File: src/hdl/lmtc_pkg.sv
// ----------------------------------------------------------------------------
// LCD mode timing package
// Widths, timing constants, mode and register codes, shared structs and the
// status source latch function of the scanline timing controller.
// ----------------------------------------------------------------------------
`default_nettype none

package lmtc_pkg;

  localparam int unsigned DOT_W  = 10;
  localparam int unsigned EDGE_W = 9;
  localparam int unsigned LINE_W = 8;
  localparam int unsigned MODE_W = 2;
  localparam int unsigned DOTS_W = 8;
  localparam int unsigned ENA_W  = 4;

  localparam int unsigned CFG_IDX_W  = 2;
  localparam int unsigned CFG_DATA_W = 8;

  // Timing in dot cycles
  localparam int unsigned LINE_DOTS     = 456;
  localparam int unsigned OAM_DOTS      = 80;
  localparam int unsigned XFER_DOTS     = 172;
  localparam int unsigned XFER_END_DOTS = OAM_DOTS + XFER_DOTS;
  localparam int unsigned VBLANK_LINE   = 144;
  localparam int unsigned WRAP_LINE     = 154;
  localparam int unsigned DOT_MAX       = (1 << DOT_W) - 1;

  // Mode codes
  localparam logic [MODE_W-1:0] MODE_HBLANK = 2'd0;
  localparam logic [MODE_W-1:0] MODE_VBLANK = 2'd1;
  localparam logic [MODE_W-1:0] MODE_OAM    = 2'd2;
  localparam logic [MODE_W-1:0] MODE_XFER   = 2'd3;

  // Status enable bit positions
  localparam int unsigned SRC_HBLANK = 0;
  localparam int unsigned SRC_VBLANK = 1;
  localparam int unsigned SRC_OAM    = 2;
  localparam int unsigned SRC_MATCH  = 3;

  // Input actions
  localparam logic ACT_TICK    = 1'b0;
  localparam logic ACT_LCD_OFF = 1'b1;

  // Configuration register indexes
  localparam logic [CFG_IDX_W-1:0] CFG_LCD_ON       = 2'd0;
  localparam logic [CFG_IDX_W-1:0] CFG_COMPARE_LINE = 2'd1;
  localparam logic [CFG_IDX_W-1:0] CFG_STAT_ENABLES = 2'd2;
  localparam logic [CFG_IDX_W-1:0] CFG_STAT_QUIRK   = 2'd3;

  typedef struct packed {
    logic [DOT_W-1:0]  dot_count;
    logic [EDGE_W-1:0] next_edge;
    logic [MODE_W-1:0] mode;
    logic [LINE_W-1:0] line;
    logic              stat_latch;
    logic              match_flag;
  } lmtc_state_t;

  localparam lmtc_state_t STATE_RESET = '{
    dot_count:  '0,
    next_edge:  EDGE_W'(LINE_DOTS),
    mode:       MODE_VBLANK,
    line:       '0,
    stat_latch: 1'b0,
    match_flag: 1'b0
  };

  typedef struct packed {
    logic              lcd_on;
    logic [LINE_W-1:0] compare_line;
    logic [ENA_W-1:0]  stat_enables;
    logic              stat_quirk;
  } lmtc_cfg_t;

  typedef struct packed {
    logic [MODE_W-1:0] mode;
    logic [LINE_W-1:0] line;
    logic              coincidence;
    logic              vblank_irq;
    logic              stat_irq;
    logic              render_valid;
    logic [LINE_W-1:0] render_line;
  } lmtc_result_t;

  typedef struct packed {
    logic pulse;
    logic latch;
  } lmtc_src_t;

  // Rising-edge latch of a status source: pulse once while enabled.
  function automatic lmtc_src_t src_check(input logic enabled, input logic latch);
    lmtc_src_t r;
    r.pulse = enabled & ~latch;
    r.latch = enabled;
    return r;
  endfunction

endpackage

`default_nettype wire

File: src/hdl/lmtc_step.sv
// ----------------------------------------------------------------------------
// LCD mode timing step
// Next timing state and result of one request: dot accumulation, one mode
// step, line advance, coincidence, interrupt pulses and the LCD-off reset.
// ----------------------------------------------------------------------------
`default_nettype none

module lmtc_step (
  input  wire lmtc_pkg::lmtc_state_t             state_i,
  input  wire lmtc_pkg::lmtc_cfg_t               cfg_i,
  input  wire logic                              action_i,
  input  wire logic [lmtc_pkg::DOTS_W-1:0]       dots_i,
  output lmtc_pkg::lmtc_state_t                  state_o,
  output lmtc_pkg::lmtc_result_t                 result_o
);

  logic [lmtc_pkg::DOT_W:0]    dot_sum;
  logic [lmtc_pkg::DOT_W-1:0]  dot_sat;
  logic [lmtc_pkg::DOT_W-1:0]  dot_wrap;
  logic [lmtc_pkg::LINE_W-1:0] line_inc;
  logic                        edge_hit;
  logic                        ena_hblank;
  logic                        ena_vblank;
  logic                        ena_oam;
  logic                        match_inc;
  logic                        match_zero;
  lmtc_pkg::lmtc_src_t         src_hb;
  lmtc_pkg::lmtc_src_t         src_vb;
  lmtc_pkg::lmtc_src_t         src_oam;
  logic                        pulse;
  logic                        vb_pulse;
  logic                        rv;
  logic [lmtc_pkg::LINE_W-1:0] rl;

  assign dot_sum  = {1'b0, state_i.dot_count} + (lmtc_pkg::DOT_W + 1)'(dots_i);
  // saturate instead of wrapping
  assign dot_sat  = (dot_sum > (lmtc_pkg::DOT_W + 1)'(lmtc_pkg::DOT_MAX))
                    ? lmtc_pkg::DOT_W'(lmtc_pkg::DOT_MAX) : dot_sum[lmtc_pkg::DOT_W-1:0];
  assign dot_wrap = (dot_sat >= lmtc_pkg::DOT_W'(lmtc_pkg::LINE_DOTS))
                    ? dot_sat - lmtc_pkg::DOT_W'(lmtc_pkg::LINE_DOTS) : '0;
  assign edge_hit = dot_sat >= lmtc_pkg::DOT_W'(state_i.next_edge);
  assign line_inc = state_i.line + 1'b1;

  assign ena_hblank = cfg_i.stat_quirk | cfg_i.stat_enables[lmtc_pkg::SRC_HBLANK];
  assign ena_vblank = cfg_i.stat_quirk | cfg_i.stat_enables[lmtc_pkg::SRC_VBLANK];
  assign ena_oam    = cfg_i.stat_quirk | cfg_i.stat_enables[lmtc_pkg::SRC_OAM];

  assign src_hb  = lmtc_pkg::src_check(ena_hblank, state_i.stat_latch);
  assign src_vb  = lmtc_pkg::src_check(ena_vblank, state_i.stat_latch);
  assign src_oam = lmtc_pkg::src_check(ena_oam, state_i.stat_latch);

  assign match_inc  = line_inc == cfg_i.compare_line;
  assign match_zero = cfg_i.compare_line == '0;

  always_comb begin
    state_o  = state_i;
    pulse    = 1'b0;
    vb_pulse = 1'b0;
    rv       = 1'b0;
    rl       = '0;
    if (action_i == lmtc_pkg::ACT_LCD_OFF) begin
      state_o.line       = '0;
      state_o.dot_count  = '0;
      pulse              = src_hb.pulse;
      state_o.stat_latch = src_hb.latch;
      state_o.mode       = lmtc_pkg::MODE_HBLANK;
      state_o.next_edge  = lmtc_pkg::EDGE_W'(lmtc_pkg::LINE_DOTS);
    end else if (cfg_i.lcd_on) begin
      state_o.dot_count = dot_sat;
      if (edge_hit) begin
        unique case (state_i.mode)
          lmtc_pkg::MODE_OAM: begin
            state_o.mode      = lmtc_pkg::MODE_XFER;
            state_o.next_edge = state_i.next_edge + lmtc_pkg::EDGE_W'(lmtc_pkg::XFER_DOTS);
          end
          lmtc_pkg::MODE_XFER: begin
            pulse              = src_hb.pulse;
            state_o.stat_latch = src_hb.latch;
            state_o.mode       = lmtc_pkg::MODE_HBLANK;
            state_o.next_edge  = lmtc_pkg::EDGE_W'(lmtc_pkg::LINE_DOTS);
          end
          lmtc_pkg::MODE_HBLANK: begin
            state_o.dot_count  = dot_wrap;
            rv                 = 1'b1;
            rl                 = state_i.line;
            state_o.line       = line_inc;
            state_o.match_flag = match_inc;
            if (line_inc == lmtc_pkg::LINE_W'(lmtc_pkg::VBLANK_LINE)) begin
              vb_pulse           = 1'b1;
              pulse              = src_vb.pulse;
              state_o.stat_latch = src_vb.latch;
              state_o.mode       = lmtc_pkg::MODE_VBLANK;
              state_o.next_edge  = lmtc_pkg::EDGE_W'(lmtc_pkg::LINE_DOTS);
            end else begin
              pulse              = src_oam.pulse;
              state_o.stat_latch = src_oam.latch;
              state_o.mode       = lmtc_pkg::MODE_OAM;
              state_o.next_edge  = lmtc_pkg::EDGE_W'(lmtc_pkg::OAM_DOTS);
            end
            pulse = pulse | (match_inc & cfg_i.stat_enables[lmtc_pkg::SRC_MATCH]);
          end
          lmtc_pkg::MODE_VBLANK: begin
            state_o.dot_count  = dot_wrap;
            state_o.line       = line_inc;
            state_o.match_flag = match_inc;
            pulse              = match_inc & cfg_i.stat_enables[lmtc_pkg::SRC_MATCH];
            // wrap to line 0: coincidence checked again for the new line
            if (line_inc >= lmtc_pkg::LINE_W'(lmtc_pkg::WRAP_LINE)) begin
              state_o.line       = '0;
              state_o.stat_latch = src_oam.latch;
              state_o.mode       = lmtc_pkg::MODE_OAM;
              state_o.next_edge  = lmtc_pkg::EDGE_W'(lmtc_pkg::OAM_DOTS);
              state_o.match_flag = match_zero;
              pulse = pulse | src_oam.pulse
                    | (match_zero & cfg_i.stat_enables[lmtc_pkg::SRC_MATCH]);
            end
          end
          default: begin
            state_o = state_i;
          end
        endcase
      end
    end
  end

  always_comb begin
    result_o.mode         = state_o.mode;
    result_o.line         = state_o.line;
    result_o.coincidence  = state_o.match_flag;
    result_o.vblank_irq   = vb_pulse;
    result_o.stat_irq     = pulse;
    result_o.render_valid = rv;
    result_o.render_line  = rl;
  end

endmodule

`default_nettype wire

File: src/hdl/lcd_mode_timing_controller_unit.sv
// ----------------------------------------------------------------------------
// LCD mode timing controller
// Scanline timing of a handheld LCD: mode sequencing, line counting,
// coincidence flag, interrupt pulses and render line flags.
// ----------------------------------------------------------------------------
//  channel | signals                               | direction
//  --------+---------------------------------------+----------
//  in      | in_valid_i/in_ready_o, action, dots   | request in
//  out     | out_valid_o/out_ready_i, mode .. line | result out
//  cfg     | cfg_we_i, cfg_index_i, cfg_data_i     | write only
//
// One request per cycle sustained while out_ready_i is high; a request passes
// through the input register, then the result register.
// The timing state advances in the cycle a request moves into the result
// register, so back-to-back requests see each other's updates.
// Reset: lcd on, compare line 0, enables 0, vblank at line 0, edge 456.
// While out_ready_i is low the result holds and one more request is buffered.
`default_nettype none

module lcd_mode_timing_controller_unit (
  input  wire logic                              clk_i,
  input  wire logic                              rst_ni,
  input  wire logic                              in_valid_i,
  output logic                                   in_ready_o,
  input  wire logic                              action_i,
  input  wire logic [lmtc_pkg::DOTS_W-1:0]       dots_i,
  output logic                                   out_valid_o,
  input  wire logic                              out_ready_i,
  output logic [lmtc_pkg::MODE_W-1:0]            mode_o,
  output logic [lmtc_pkg::LINE_W-1:0]            line_o,
  output logic                                   coincidence_o,
  output logic                                   vblank_irq_o,
  output logic                                   stat_irq_o,
  output logic                                   render_valid_o,
  output logic [lmtc_pkg::LINE_W-1:0]            render_line_o,
  input  wire logic                              cfg_we_i,
  input  wire logic [lmtc_pkg::CFG_IDX_W-1:0]    cfg_index_i,
  input  wire logic [lmtc_pkg::CFG_DATA_W-1:0]   cfg_data_i
);

  lmtc_pkg::lmtc_cfg_t    cfg_q;
  lmtc_pkg::lmtc_state_t  state_q;
  lmtc_pkg::lmtc_state_t  state_d;
  lmtc_pkg::lmtc_result_t res_d;
  lmtc_pkg::lmtc_result_t res_q;

  logic                        in_valid_q;
  logic                        action_q;
  logic [lmtc_pkg::DOTS_W-1:0] dots_q;
  logic                        out_valid_q;
  logic                        advance;

  assign advance    = in_valid_q & (~out_valid_q | out_ready_i);
  assign in_ready_o = ~in_valid_q | advance;

  // configuration registers
  always_ff @(posedge clk_i or negedge rst_ni) begin
    if (!rst_ni) begin
      cfg_q.lcd_on       <= 1'b1;
      cfg_q.compare_line <= '0;
      cfg_q.stat_enables <= '0;
      cfg_q.stat_quirk   <= 1'b0;
    end else if (cfg_we_i) begin
      unique case (cfg_index_i)
        lmtc_pkg::CFG_LCD_ON:       cfg_q.lcd_on       <= cfg_data_i[0];
        lmtc_pkg::CFG_COMPARE_LINE: cfg_q.compare_line <= cfg_data_i[lmtc_pkg::LINE_W-1:0];
        lmtc_pkg::CFG_STAT_ENABLES: cfg_q.stat_enables <= cfg_data_i[lmtc_pkg::ENA_W-1:0];
        lmtc_pkg::CFG_STAT_QUIRK:   cfg_q.stat_quirk   <= cfg_data_i[0];
        default:                    cfg_q              <= cfg_q;
      endcase
    end
  end

  // input register
  always_ff @(posedge clk_i or negedge rst_ni) begin
    if (!rst_ni) begin
      in_valid_q <= 1'b0;
    end else if (in_ready_o) begin
      in_valid_q <= in_valid_i;
    end
  end

  always_ff @(posedge clk_i) begin
    if (in_valid_i && in_ready_o) begin
      action_q <= action_i;
      dots_q   <= dots_i;
    end
  end

  lmtc_step u_step (
    .state_i  (state_q),
    .cfg_i    (cfg_q),
    .action_i (action_q),
    .dots_i   (dots_q),
    .state_o  (state_d),
    .result_o (res_d)
  );

  // timing state and result valid
  always_ff @(posedge clk_i or negedge rst_ni) begin
    if (!rst_ni) begin
      state_q     <= lmtc_pkg::STATE_RESET;
      out_valid_q <= 1'b0;
    end else begin
      if (advance) begin
        state_q <= state_d;
      end
      if (advance) begin
        out_valid_q <= 1'b1;
      end else if (out_ready_i) begin
        out_valid_q <= 1'b0;
      end
    end
  end

  always_ff @(posedge clk_i) begin
    if (advance) begin
      res_q <= res_d;
    end
  end

  assign out_valid_o    = out_valid_q;
  assign mode_o         = res_q.mode;
  assign line_o         = res_q.line;
  assign coincidence_o  = res_q.coincidence;
  assign vblank_irq_o   = res_q.vblank_irq;
  assign stat_irq_o     = res_q.stat_irq;
  assign render_valid_o = res_q.render_valid;
  assign render_line_o  = res_q.render_line;

  // line stays inside the frame
  assert property (@(posedge clk_i) disable iff (!rst_ni)
    state_q.line < lmtc_pkg::LINE_W'(lmtc_pkg::WRAP_LINE))
    else $error("line counter beyond frame");

  // deadline matches the mode
  assert property (@(posedge clk_i) disable iff (!rst_ni)
    (state_q.mode == lmtc_pkg::MODE_OAM
       && state_q.next_edge == lmtc_pkg::EDGE_W'(lmtc_pkg::OAM_DOTS))
    || (state_q.mode == lmtc_pkg::MODE_XFER
       && state_q.next_edge == lmtc_pkg::EDGE_W'(lmtc_pkg::XFER_END_DOTS))
    || ((state_q.mode == lmtc_pkg::MODE_HBLANK || state_q.mode == lmtc_pkg::MODE_VBLANK)
       && state_q.next_edge == lmtc_pkg::EDGE_W'(lmtc_pkg::LINE_DOTS)))
    else $error("mode deadline mismatch");

  // render line is zero without a render flag
  assert property (@(posedge clk_i) disable iff (!rst_ni)
    (out_valid_q && !res_q.render_valid) |-> res_q.render_line == '0)
    else $error("render line set without render flag");

  // vblank pulse only on entry to line 144 in vblank
  assert property (@(posedge clk_i) disable iff (!rst_ni)
    (out_valid_q && res_q.vblank_irq) |->
      (res_q.mode == lmtc_pkg::MODE_VBLANK
       && res_q.line == lmtc_pkg::LINE_W'(lmtc_pkg::VBLANK_LINE)))
    else $error("vblank pulse outside vblank entry");

endmodule

`default_nettype wire
File: config.mk
export PLATFORM = sky130hd
export DESIGN_NAME = lcd_mode_timing_controller_unit
export DESIGN_NICKNAME = d
export VERILOG_FILES = /design/src/hdl/lmtc_pkg.sv /design/src/hdl/lmtc_step.sv /design/src/hdl/lcd_mode_timing_controller_unit.sv
export SDC_FILE = /design/constraint.sdc
export NUM_CORES = 1
export LEC_CHECK = 0
export ABC_AREA = 1
export BUFFER_PORTS_ARGS = -buffer_cell sky130_fd_sc_hd__buf_4
export CORE_AREA = 4 4 79 117
export DETAILED_ROUTE_END_ITERATION = 10
export DIE_AREA = 0 0 83 121
export MAX_ROUTING_LAYER = met4
export PLACE_DENSITY_LB_ADDON = 0.1
export RECOVER_POWER = 50
export SYNTH_ARGS = -nofsm -noshare
export SYNTH_HDL_FRONTEND = slang
export SYNTH_SLANG_ARGS = --single-unit
File: constraint.sdc
create_clock -name clk_i -period 3.5 [get_ports clk_i]
set_input_delay 0.35 -clock clk_i [delete_from_list [all_inputs] [get_ports clk_i]]
set_output_delay 0.35 -clock clk_i [all_outputs]
set_load 0.01 [all_outputs]
==> out/qor.log <==
INFO  synthesis      syn_area=4650um2
INFO  synthesis      synthDominantCellAreaShare=21.0%
INFO  routing        antenna_violating_nets_post_route=0
INFO  critical_path  regToRegStartpoint=state_q[21]
INFO  clock_network  numCtsBuffers=9
INFO  power_and_ir_drop fraction_of_power_consumed_by_the_clock_network=17.4%
INFO  clock_network  cts_sinks=76
INFO  die            design.portCount=48
INFO  power_and_ir_drop ir_drop=0.000471V
INFO  timing         final-hold-violation-count=0
INFO  placement      io_buffer_count=47
INFO  power_and_ir_drop leakagePower=0.00271uW
INFO  final_layout   final_net_count=693
INFO  critical_path  timing.critical_path.from_type=flip-flop
INFO  timing         clock.fmax=300MHz
INFO  critical_path  critical_path_rt=3.59ns
INFO  grt            globalRouteTotalUtil=23.9%
INFO  clock_network  clock_latency_at_the_later_pin_of_the_worst_skew_pair=0.34ns
INFO  clock_network  ctsLongestPathBuffers=2
INFO  routing        detailroute.via_count=4154
INFO  critical_path  worstPathCellList=ha_2 > inv_1 > fa_1 > inv_1 > nand3_1 > nand2_2 > nand2_1 > nand2_2 > nand2_4 > nand2_2 > ha_1 > a21o_1 > nand4_1 > nand2_1 > nand2_2 > nand3_4 > buf_4 > nand2_1 > nand2_1 > and3_1
INFO  synthesis      yosys-top-cells-count=sky130_fd_sc_hd__nand2_1, sky130_fd_sc_hd__inv_1, sky130_fd_sc_hd__nor2_1, sky130_fd_sc_hd__dfrtp_1, sky130_fd_sc_hd__nand3_1
INFO  die            floorplan.rows=41
INFO  synthesis      synth.yosys.seq_area_share=44.4%
INFO  timing         finalSetupViolCount=0
INFO  routing        drtPass1Iterations=7
INFO  timing         tightest_slew=2.57ns
INFO  power_and_ir_drop total_power=4840uW
INFO  final_layout   num-fill-cells=760
INFO  clock_network  path_clk_slew=0.06ns
INFO  die            core_region_area=8310um2
INFO  routing        route.detailed.drc=0
INFO  grt            grt_max_degree=46
INFO  synthesis      synth.distinct_cells=42
INFO  final_layout   area_growth=15.5%
INFO  synthesis      syn_nets=638
INFO  critical_path  timing.critical_path.buf_inv=3
INFO  critical_path  cp-end-kind=flip-flop
INFO  critical_path  path_class=reg2reg
INFO  die            fp.dieW=83um
INFO  power_and_ir_drop power.internal=2610uW
INFO  synthesis      netlist_top_cells_area=sky130_fd_sc_hd__dfrtp_1, sky130_fd_sc_hd__edfxtp_1, sky130_fd_sc_hd__nand2_1
INFO  timing         clock_skew=0.00575ns
INFO  synthesis      most_instantiated_flip_flop_cell_in_the_synthesis_netlist=sky130_fd_sc_hd__dfrtp_1
INFO  timing         count_of_final_max_slew_check_failures=46
INFO  clock_network  clock-root-buffer=sky130_fd_sc_hd__clkbuf_16
INFO  routing        routed_wl=11600um
INFO  power_and_ir_drop total_switching_power=2240uW
INFO  min_path       worstHoldPathType=in2reg
INFO  critical_path  slowest_delay=0.39ns
INFO  die            start_util=56.0%
INFO  synthesis      synth.yosys.warnings=0
INFO  grt            grt_pass1_wl=18600um
INFO  power_and_ir_drop switching_share=46.2%
INFO  clock_network  tritoncts=done
INFO  synthesis      number_of_flops_mapped_to_enable_cells_by_yosys=31
INFO  die            dieArea=10000um2
INFO  status         outcome=finished with violations
INFO  synthesis      synthDominantAreaCellType=sky130_fd_sc_hd__dfrtp_1
INFO  synthesis      ys_async_sr_fraction=59.2%
INFO  grt            first_global_vias=4000
INFO  critical_path  data_arrival_time_of_the_critical_path=3.43ns
INFO  critical_path  cpLargestDelayFamily=simple AND/OR/NAND/NOR gates
INFO  power_and_ir_drop combinationalPowerShare=53.2%
INFO  grt            grt_antenna_before_repair=0
INFO  critical_path  timing.critical_path.slowest_stage_cell=sky130_fd_sc_hd__fa_1
INFO  final_layout   drive_above_1_share=14.5%
INFO  timing         finalCritPeriodShare=95.3%
INFO  clock_network  cts_htree_levels=3
INFO  die            die_h=121um
INFO  placement      place_congestion=0.938
INFO  critical_path  crit_path_start=state_q[21]
INFO  status         violated_checks=max-capacitance violations, max-slew violations
INFO  synthesis      synth.most_common_cell=sky130_fd_sc_hd__nand2_1
INFO  grt            gr-total-overflow=0
INFO  critical_path  critical_path_peak_fanout=11
INFO  flow_run       max_capacitance_violation_count=1
INFO  routing        drt_iter0_markers=236
INFO  routing        post_dr_wirelength_cell=15.2um
INFO  routing        vias_per_cell=5.44
INFO  timing         finalWorstPathRequiredPeriod=3.34ns
INFO  clock_network  cts_hold_buffers=0
INFO  power_and_ir_drop seq_power_share=29.4%
INFO  power_and_ir_drop power.density_cell_area=902nW/um2
INFO  synthesis      synth.ff_latch_count=76
INFO  min_path       worst_hold_startpoint=dots_i[1]
INFO  timing         setup_slack=0.164ns
INFO  placement      pre_cts_slack=0.0331ns
INFO  timing         timing.max_slew.rel_slack=-71.2%
INFO  final_layout   final_cell_count_no_fill=763
INFO  placement      dp_hpwl=8490um
INFO  synthesis      synthesis.instances=596
INFO  placement      dpl.cell_count=740
INFO  synthesis      synth_area_per_cell=7.80um2
INFO  final_layout   antennaDiodeCount=0
## worst paths after layout
check                                    to  slack, ns  cells past startpoint
worst max register to register    mode_o[0]       0.16                     20
max in group asynchronous        state_q[7]       1.23                      1
min in group asynchronous       state_q[17]       0.82                      1
worst min register to register     cfg_q[3]       0.49                      2
worst min-delay path              dots_q[1]       0.21                      1
worst max-delay path              mode_o[0]       0.16                     20
## cells by family (layout without fill, tap and decap cells)
logic type | count (synthesis) | count (layout) | synth area share, %
xor gates and xnor gates | 11 | 11 | 2.23
AOI/OAI and AO/OA | 77 | 77 | 9.36
adders and majority gates | 18 | 18 | 5.00
buffers and inverters | 99 | 157 | 8.69
muxes | 3 | 3 | 0.726
and+or+nand+nor | 312 | 314 | 29.6
DFF | 76 | 76 | 44.4
## metrics by stage
| step | util [%] | instance area [um2] | hold WS, ns | TNS (ns) |
|---|---|---|---|---|
| floorplan | - | 4650 | 0.0544 | 0 |
| global placement | 61.1 | 5070 | 0.401 | 0 |
| detailed placement | 61.1 | 5070 | 0.404 | 0 |
| CTS | 64.3 | 5340 | 0.0500 | 0 |
| global route | 64.6 | 5370 | 0.197 | -1.96 |
| finish | 64.6 | 5370 | 0.210 | 0 |
## state kept, by name (all words and copies together) (netlist names)
register,cells
state_q,29
cfg_q,14
dots_q,8
line_o,8
render_line_o,8
mode_o,2
action_q,1
coincidence_o,1
in_valid_q,1
out_valid_o,1
render_valid_o,1
stat_irq_o,1
vblank_irq_o,1
## cell type report
type	count	area, um2	share of cell area, %
multi-input cells	423	2250	41.9
flip-flops and latches	76	2060	38.4
repair buffers	54	327	6.08
inverters	87	327	6.08
clock buffers	10	229	4.26
well taps	107	134	2.49
clock inverters	6	40.0	0.746
## power groups by stage
stage	Clock (uW)	Sequential (uW)	Combinational [uW]
after floorplan	0	1380	1810
after global placement	0	1420	2210
after detailed placement	0	1430	2280
after CTS	853	1420	2300
after global routing	904	1450	2910
final	844	1420	2580
## repair_timing
item                       in CTS  in global routing
resized for setup               0                 13
setup endpoints to repair       0                 50
buffers inserted                0                  5
## placed cells by master (no fill, tap or decap), drive strengths merged, types with 15 or more instances in the layout
cell type	instances
nand2	192
inv	88
o21ai	49
nor2	46
nand3	45
clkbuf	40
dfrtp	39
edfxtp	31
buf	24
a21oi	20
ha	17
nand4	15
## per-layer routing
metal	wire, um	GRT usage, %	vias up
met5	0	-	-
met4	501	12.4	0
met3	425	3.87	40
met2	6190	42.3	127
met1	4470	25.8	1945
li1	-	-	2042
Power figures use the tool's default switching activity.
